--- config.mk ---
export PLATFORM = sky130hd
export DESIGN_NAME = display_test_pattern_generator_top
export DESIGN_NICKNAME = d
export VERILOG_FILES = /design/src/rtl/dtpg_pkg.sv /design/src/rtl/dtpg_color.sv /design/src/rtl/display_test_pattern_generator_top.sv
export SDC_FILE = /design/constraint.sdc
export NUM_CORES = 1
export LEC_CHECK = 0
export ABC_AREA = 1
export ABC_CLOCK_PERIOD_IN_PS = 11950
export BUFFER_PORTS_ARGS = -buffer_cell sky130_fd_sc_hd__buf_2
export CORE_ASPECT_RATIO = 1.5
export CORE_MARGIN = 4
export CORE_UTILIZATION = 68
export CTS_CLUSTER_DIAMETER = 150
export DETAILED_ROUTE_END_ITERATION = 7
export PLACE_DENSITY_LB_ADDON = 0.15
export SETUP_SLACK_MARGIN = 0.3
export SYNTH_ARGS = -nofsm -noshare
export SYNTH_HDL_FRONTEND = slang
export SYNTH_SLANG_ARGS = --single-unit
--- constraint.sdc ---
create_clock -name clk -period 11.95 [get_ports clk]
set_input_delay 3.585 -clock clk [delete_from_list [all_inputs] [get_ports clk]]
set_output_delay 3.585 -clock clk [all_outputs]
set_load 0.02 [all_outputs]
--- src/rtl/dtpg_pkg.sv ---
// dtpg_pkg: shared constants, mode codes, colors and a color packing helper for the test pattern generator
// no dependencies; imported by dtpg_color, display_test_pattern_generator_top and the testbench
`default_nettype none

package dtpg_pkg;

  localparam int X_W       = 10;
  localparam int Y_W       = 9;
  localparam int MODE_W    = 4;
  localparam int COLOR_W   = 16;
  localparam int LEVEL_W   = 8;
  localparam int BAR_IDX_W = 3;
  localparam int NUM_BARS  = 8;

  localparam int DEF_WIDTH  = 800;
  localparam int DEF_HEIGHT = 480;

  // dividend widths of pos*255 in the gradient levels
  localparam int GX_NW = X_W + LEVEL_W;
  localparam int GY_NW = Y_W + LEVEL_W;

  localparam logic [MODE_W-1:0] MODE_RED     = 4'd0;
  localparam logic [MODE_W-1:0] MODE_GREEN   = 4'd1;
  localparam logic [MODE_W-1:0] MODE_BLUE    = 4'd2;
  localparam logic [MODE_W-1:0] MODE_WHITE   = 4'd3;
  localparam logic [MODE_W-1:0] MODE_BLACK   = 4'd4;
  localparam logic [MODE_W-1:0] MODE_BARS    = 4'd5;
  localparam logic [MODE_W-1:0] MODE_GRAD    = 4'd6;
  localparam logic [MODE_W-1:0] MODE_CHECKER = 4'd7;
  localparam logic [MODE_W-1:0] MODE_BORDER  = 4'd8;

  localparam logic [COLOR_W-1:0] C_WHITE   = 16'hFFFF;
  localparam logic [COLOR_W-1:0] C_YELLOW  = 16'hFFE0;
  localparam logic [COLOR_W-1:0] C_CYAN    = 16'h07FF;
  localparam logic [COLOR_W-1:0] C_GREEN   = 16'h07E0;
  localparam logic [COLOR_W-1:0] C_MAGENTA = 16'hF81F;
  localparam logic [COLOR_W-1:0] C_RED     = 16'hF800;
  localparam logic [COLOR_W-1:0] C_BLUE    = 16'h001F;
  localparam logic [COLOR_W-1:0] C_BLACK   = 16'h0000;

  localparam logic [COLOR_W-1:0] BAR_COLORS [NUM_BARS] = '{
    C_WHITE, C_YELLOW, C_CYAN, C_GREEN, C_MAGENTA, C_RED, C_BLUE, C_BLACK
  };

  typedef logic [COLOR_W-1:0] color_t;

  // gray on red and green, blue level on blue, truncated into 5/6/5 bits
  function automatic color_t pack_gray_blue(input logic [LEVEL_W-1:0] gray,
                                            input logic [LEVEL_W-1:0] blue);
    return {gray[7:3], gray[7:2], blue[7:3]};
  endfunction

endpackage

`default_nettype wire

--- src/rtl/dtpg_color.sv ---
// dtpg_color: combinational color of one pixel for the selected test pattern
// depends on dtpg_pkg; gradient levels use exact constant-reciprocal multiplies
`default_nettype none

module dtpg_color #(
  parameter int WIDTH  = dtpg_pkg::DEF_WIDTH,
  parameter int HEIGHT = dtpg_pkg::DEF_HEIGHT
) (
  input  wire logic [dtpg_pkg::MODE_W-1:0]  pattern_mode,
  input  wire logic [dtpg_pkg::X_W-1:0]     pixel_x,
  input  wire logic [dtpg_pkg::Y_W-1:0]     pixel_y,
  output logic      [dtpg_pkg::COLOR_W-1:0] pixel_color
);
  import dtpg_pkg::*;

  // floor(p/d) == (p*m) >> (n+l) with m = ceil(2^(n+l)/d), l = clog2(d), p < 2^n
  localparam int              XL  = $clog2(WIDTH);
  localparam int              XS  = GX_NW + XL;
  localparam longint unsigned XM  = ((64'd1 << XS) + longint'(WIDTH) - 1) / longint'(WIDTH);
  localparam longint unsigned XK  = XM * 255;
  localparam int              XKW = $clog2(XK + 1);
  localparam int              XPW = X_W + XKW;

  localparam int              YL  = $clog2(HEIGHT);
  localparam int              YS  = GY_NW + YL;
  localparam longint unsigned YM  = ((64'd1 << YS) + longint'(HEIGHT) - 1) / longint'(HEIGHT);
  localparam longint unsigned YK  = YM * 255;
  localparam int              YKW = $clog2(YK + 1);
  localparam int              YPW = Y_W + YKW;

  logic [NUM_BARS-2:0]  bar_ge;
  logic [BAR_IDX_W-1:0] bar_idx;
  logic [XPW-1:0]       x_prod;
  logic [XPW-1:0]       x_quo;
  logic [YPW-1:0]       y_prod;
  logic [YPW-1:0]       y_quo;
  logic [LEVEL_W-1:0]   gray;
  logic [LEVEL_W-1:0]   blue;
  logic                 on_border;

  // bar t starts at column ceil(t*WIDTH/8)
  for (genvar t = 1; t < NUM_BARS; t++) begin : g_bar_thr
    localparam int THR = (t * WIDTH + NUM_BARS - 1) / NUM_BARS;
    assign bar_ge[t-1] = (32'(pixel_x) >= 32'(THR));
  end

  always_comb begin
    bar_idx = '0;
    for (int t = 0; t < NUM_BARS - 1; t++) begin
      bar_idx = bar_idx + BAR_IDX_W'(bar_ge[t]);
    end
  end

  assign x_prod = XPW'(pixel_x) * XPW'(XK);
  assign x_quo  = x_prod >> XS;
  assign gray   = (x_quo > XPW'(255)) ? 8'hFF : x_quo[LEVEL_W-1:0];

  assign y_prod = YPW'(pixel_y) * YPW'(YK);
  assign y_quo  = y_prod >> YS;
  assign blue   = (y_quo > YPW'(255)) ? 8'hFF : y_quo[LEVEL_W-1:0];

  assign on_border = (pixel_x == '0) || (32'(pixel_x) == 32'(WIDTH - 1)) ||
                     (pixel_y == '0) || (32'(pixel_y) == 32'(HEIGHT - 1));

  always_comb begin
    unique case (pattern_mode)
      MODE_RED:     pixel_color = C_RED;
      MODE_GREEN:   pixel_color = C_GREEN;
      MODE_BLUE:    pixel_color = C_BLUE;
      MODE_WHITE:   pixel_color = C_WHITE;
      MODE_BLACK:   pixel_color = C_BLACK;
      MODE_BARS:    pixel_color = BAR_COLORS[bar_idx];
      MODE_GRAD:    pixel_color = pack_gray_blue(gray, blue);
      MODE_CHECKER: pixel_color = (pixel_x[4] ^ pixel_y[4]) ? C_WHITE : C_BLACK;
      MODE_BORDER:  pixel_color = on_border ? C_WHITE : C_BLACK;
      default:      pixel_color = C_BLACK;
    endcase
  end

endmodule

`default_nettype wire

--- src/rtl/display_test_pattern_generator_top.sv ---
// display_test_pattern_generator_top: pixel coordinate in, RGB565 test pattern color out
// pixels pass an input register, then a result register; one pixel per cycle sustained while out_stall is low
// input stage moves on when empty or when the result stage takes its value, so a held
// result stalls the input only once both stages are full
// rst_n is synchronous active low: clears both valid flags and sets pattern_mode to 0
// depends on dtpg_pkg and dtpg_color
`default_nettype none

module display_test_pattern_generator_top #(
  parameter int WIDTH  = dtpg_pkg::DEF_WIDTH,
  parameter int HEIGHT = dtpg_pkg::DEF_HEIGHT
) (
  input  wire logic                           clk,
  input  wire logic                           rst_n,
  input  wire logic                           cfg_wr_en,
  input  wire logic [dtpg_pkg::MODE_W-1:0]    cfg_pattern_mode,
  input  wire logic                           in_valid,
  output logic                                in_stall,
  input  wire logic [dtpg_pkg::X_W-1:0]       in_pixel_x,
  input  wire logic [dtpg_pkg::Y_W-1:0]       in_pixel_y,
  output logic                                out_valid,
  input  wire logic                           out_stall,
  output logic      [dtpg_pkg::COLOR_W-1:0]   out_pixel_color
);
  import dtpg_pkg::*;

  logic [MODE_W-1:0] mode_r;
  logic              s1_valid_r;
  logic [X_W-1:0]    x_r;
  logic [Y_W-1:0]    y_r;
  logic              out_valid_r;
  color_t            color_r;
  color_t            color_nxt;
  logic              out_en;
  logic              s1_en;

  // result stage takes a new value when empty or its value transfers out
  assign out_en   = !out_valid_r || !out_stall;
  assign s1_en    = !s1_valid_r || out_en;
  assign in_stall = !s1_en;

  always_ff @(posedge clk) begin
    if (!rst_n) begin
      mode_r <= MODE_RED;
    end else if (cfg_wr_en) begin
      mode_r <= cfg_pattern_mode;
    end
  end

  always_ff @(posedge clk) begin
    if (!rst_n) begin
      s1_valid_r <= 1'b0;
    end else if (s1_en) begin
      s1_valid_r <= in_valid;
    end
  end

  always_ff @(posedge clk) begin
    if (s1_en && in_valid) begin
      x_r <= in_pixel_x;
      y_r <= in_pixel_y;
    end
  end

  dtpg_color #(
    .WIDTH  (WIDTH),
    .HEIGHT (HEIGHT)
  ) u_color (
    .pattern_mode (mode_r),
    .pixel_x      (x_r),
    .pixel_y      (y_r),
    .pixel_color  (color_nxt)
  );

  always_ff @(posedge clk) begin
    if (!rst_n) begin
      out_valid_r <= 1'b0;
    end else if (out_en) begin
      out_valid_r <= s1_valid_r;
    end
  end

  always_ff @(posedge clk) begin
    if (out_en && s1_valid_r) begin
      color_r <= color_nxt;
    end
  end

  assign out_valid       = out_valid_r;
  assign out_pixel_color = color_r;

endmodule

`default_nettype wire

==> insert_results.sql <==
INSERT INTO impl_metrics (metric_group, metric, value, unit) VALUES
('outcome', 'result_of_the_run', 'complete, no violations', ''),
('timing', 'timing.max_slew.rel_slack', '45.25', '%'),
('placement', 'gp_routability_congestion', '0.9478', ''),
('timing', 'clock-skew-final', '0.003469', 'ns'),
('power_and_ir_drop', 'pwr_density_cell', '168.5', 'nW/um^2'),
('routing', 'route.final.wire_length', '18.28', 'mm'),
('global_route', 'antenna_found_initial', '0', ''),
('timing', 'fmax', '0.1296', 'GHz'),
('setup_path', 'cp.required', '8.37', 'ns'),
('routing', 'detail_route.vias_per_cell', '5.642', ''),
('setup_path', 'worst_ep_arrival_time', '4.13', 'ns'),
('power_and_ir_drop', 'design_power_total', '1.263', 'mW'),
('global_route', 'globalRoute.busiestLayer', 'met2', ''),
('floorplanning', 'floorplan.die.width', '90.33', 'um'),
('floorplanning', 'die_height', '131.5', 'um'),
('routing', 'firstDrtPassIters', '5', ''),
('setup_path', 'cp-start-kind', 'input port', ''),
('global_route', 'global_route_met2_utilization', '59.75', '%'),
('timing', 'hold_viol', '0', ''),
('layout', 'fraction_of_layout_cells_with_a_size_suffix_above_1', '7.923', '%'),
('floorplanning', 'design.die.area', '11880', 'sq um'),
('layout', 'mostFrequentLayoutCell', 'inv_1', ''),
('timing', 'drv_slew', '0', ''),
('global_route', 'grt_first_pass_wirelength', '29.53', 'mm'),
('synthesis', 'synth-seq-cells', '41', ''),
('cts', 'post-cts-setup-buffer-count', '0', ''),
('global_route', 'grt_max_degree', '20', ''),
('layout', 'layout-area-overhead-vs-synth', '8.416', '%'),
('floorplanning', 'placeableCoreArea', '9799', 'sq um'),
('layout', 'fillers', '734', ''),
('min_path', 'hold_path.class', 'reg -> reg', ''),
('setup_path', 'crit_path_max_fanout', '2', ''),
('cts', 'cts_sinks', '41', ''),
('layout', 'num_antenna_cells', '0', ''),
('synthesis', 'synth.distinct_cells', '36', ''),
('timing', 'grt_setup_unrepaired', 'false', ''),
('power_and_ir_drop', 'leakagePower', '4.220', 'nW'),
('cts', 'tritoncts_clock_tree', 'yes', ''),
('floorplanning', 'rows', '44', ''),
('timing', 'final_setup_viols', '0', ''),
('cts', 'insertion_delay', '0.29', 'ns'),
('cts', 'hold_buffers', '0', ''),
('floorplanning', 'initial_core_util', '70.54', '%'),
('global_route', 'global_route.overflow_total', '0', ''),
('cts', 'clk_path_buf_depth', '2', ''),
('timing', 'fin_setup_tns', '0', 'ns'),
('setup_path', 'worst-setup-path-type', 'in -> out', ''),
('cts', 'h_tree_lvl_count', '2', ''),
('global_route', 'global_route.usage.total', '31.15', '%'),
('global_route', 'globalRouteMet1Util', '31.97', '%'),
('routing', 'vias', '5918', ''),
('floorplanning', 'floorplan.io_pins', '46', ''),
('placement', 'post-dp-hpwl', '15.45', 'mm'),
('synthesis', 'syn-instance-count', '879', ''),
('layout', 'final_cell_mix', 'inv_1, nand2_1, ha_1, nor2_1, fa_1', ''),
('placement', 'portBuffers', '45', ''),
('synthesis', 'mappedNetlistArea', '6913', 'sq um'),
('cts', 'ctsRootBufferMaster', 'clkbuf_16', ''),
('global_route', 'grt_pass1_vias', '6347', ''),
('synthesis', 'syn_nets', '1118', ''),
('synthesis', 'synth_warnings', '0', ''),
('job', 'cap_viol_max_count', '0', ''),
('timing', 'timing_worst_slew_pin_value', '0.8140', 'ns'),
('synthesis', 'syn_area_per_cell', '7.864', 'sq um'),
('routing', 'drt_drc_violations_left', '0', ''),
('cts', 'path_clk_slew', '0.06', 'ns'),
('routing', 'detail-route-antenna-nets', '0', ''),
('global_route', 'grtUsageMet3', '2.975', '%'),
('routing', 'wl_cell', '17.42', 'um'),
('routing', 'drt_iter0_drc', '318', ''),
('timing', 'post-route-period-util', '64.56', '%'),
('setup_path', 'worstSetupEndpointType', 'output pin', ''),
('power_and_ir_drop', 'max_rail_drop_vdd', '0.0001593', 'V'),
('cts', 'cts_resized', '0', ''),
('timing', 'final.min_clock_period', '7.714', 'ns'),
('layout', 'fin_nets', '1172', ''),
('cts', 'cts_made_buffers', '5', ''),
('synthesis', 'synth_sequential_area_ratio', '16.94', '%');
## kinds of logic after synthesis
| kind of cell | Yosys count | share of synthesized area, % |
|---|---|---|
| and+or+nand+nor | 334 | 20.36 |
| buffers and inverters | 213 | 11.57 |
| adders and majority gates | 211 | 44.71 |
| AOI/OAI and AO/OA | 78 | 6.172 |
| DFF | 41 | 16.94 |
| xor gates and xnor gates | 2 | 0.2534 |
## synthesized netlist by cell type
| library cell | number | share of area, % |
|---|---|---|
| o21bai_1 | 2 | 0.22 |
| nor3_1 | 7 | 0.51 |
| nor4_1 | 1 | 0.091 |
| o211ai_1 | 3 | 0.33 |
| edfxtp_1 | 35 | 15 |
| o21a_1 | 1 | 0.11 |
| nor3b_1 | 1 | 0.11 |
| o21ai_2 | 1 | 0.13 |
| a21oi_1 | 38 | 2.8 |
| dfxtp_1 | 6 | 1.7 |
| inv_1 | 210 | 11 |
| clkbuf_1 | 1 | 0.054 |
| xnor2_1 | 1 | 0.13 |
| nand2_2 | 5 | 0.45 |
| nand4_2 | 1 | 0.18 |
| nand4_1 | 6 | 0.54 |
| nor2_2 | 4 | 0.36 |
| xor2_1 | 1 | 0.13 |
| o22ai_1 | 4 | 0.36 |
| o21ai_0 | 25 | 1.8 |
| a21boi_0 | 1 | 0.11 |
| o41ai_1 | 1 | 0.13 |
| and2_1 | 1 | 0.091 |
| nor2b_1 | 1 | 0.091 |
| fa_1 | 60 | 17 |
| inv_2 | 2 | 0.11 |
| nor2_1 | 66 | 3.6 |
| nand3b_1 | 3 | 0.33 |
| a21o_1 | 1 | 0.11 |
| nor3_2 | 1 | 0.14 |
| nand2_1 | 199 | 11 |
| nor2_4 | 2 | 0.33 |
| nand3_1 | 34 | 2.5 |
| nand3_2 | 2 | 0.29 |
| ha_1 | 151 | 27 |
| o221ai_1 | 1 | 0.13 |
## cell type report
cell class	count	area, sq um	area share, %
clock buffers	5	125.1	1.669
clock inverters	3	68.82	0.9182
multi-input cells	625	4942	65.94
flip-flops and latches	41	1171	15.63
well taps	115	143.9	1.920
repair buffers	48	247.7	3.306
inverters	212	795.8	10.62
## final timing paths
path,start,to,slack [ns],cells after the start
worst max-delay path,out_stall,in_stall,4.24,4
worst min-delay path,s1_valid_r,out_valid,0.50,2
worst max register to register,x_r[4],out_pixel_color[5],6.43,22
worst min register to register,s1_valid_r,out_valid,0.50,2
## worst max-delay path, cell delays in order
cell and delay (ns):
buf_2 0.09, nand2_1 0.08, nor2_1 0.17, buf_2 0.20
## report_power, final
part           total [mW]  internal (mW)  switching [mW]
logic               0.904          0.317           0.587
registers           0.179          0.167          0.0119
clock network       0.180          0.120          0.0594
## routing by layer
layer  vias up  routed length (um)
met2       205                9813
met4         0                1132
met3        82                 695
met5         -                   0
li1       2871                   -
met1      2760                6637
## registers in the layout, summed over array words and instances (netlist names)
register / cells
x_r: 10
out_valid: 1
y_r: 9
out_pixel_color: 16
mode_r: 4
s1_valid_r: 1
## through the flow
| step | utilization (%) | instance area, sq um | setup slack, ns | hold slack, ns | cells |
|---|---|---|---|---|---|
| after floorplan | - | 6913 | 4.403 | 0.4525 | 879 |
| after global placement | 74.50 | 7301 | 4.343 | 0.4729 | 1041 |
| after detailed placement | 74.50 | 7301 | 4.245 | 0.4848 | 1041 |
| after CTS | 76.48 | 7495 | 4.243 | 0.4943 | 1049 |
| after global routing | 76.48 | 7495 | 4.196 | 0.5234 | 1049 |
| final | 76.48 | 7495 | 4.236 | 0.4959 | 1049 |
Power figures use the tool's default switching activity.
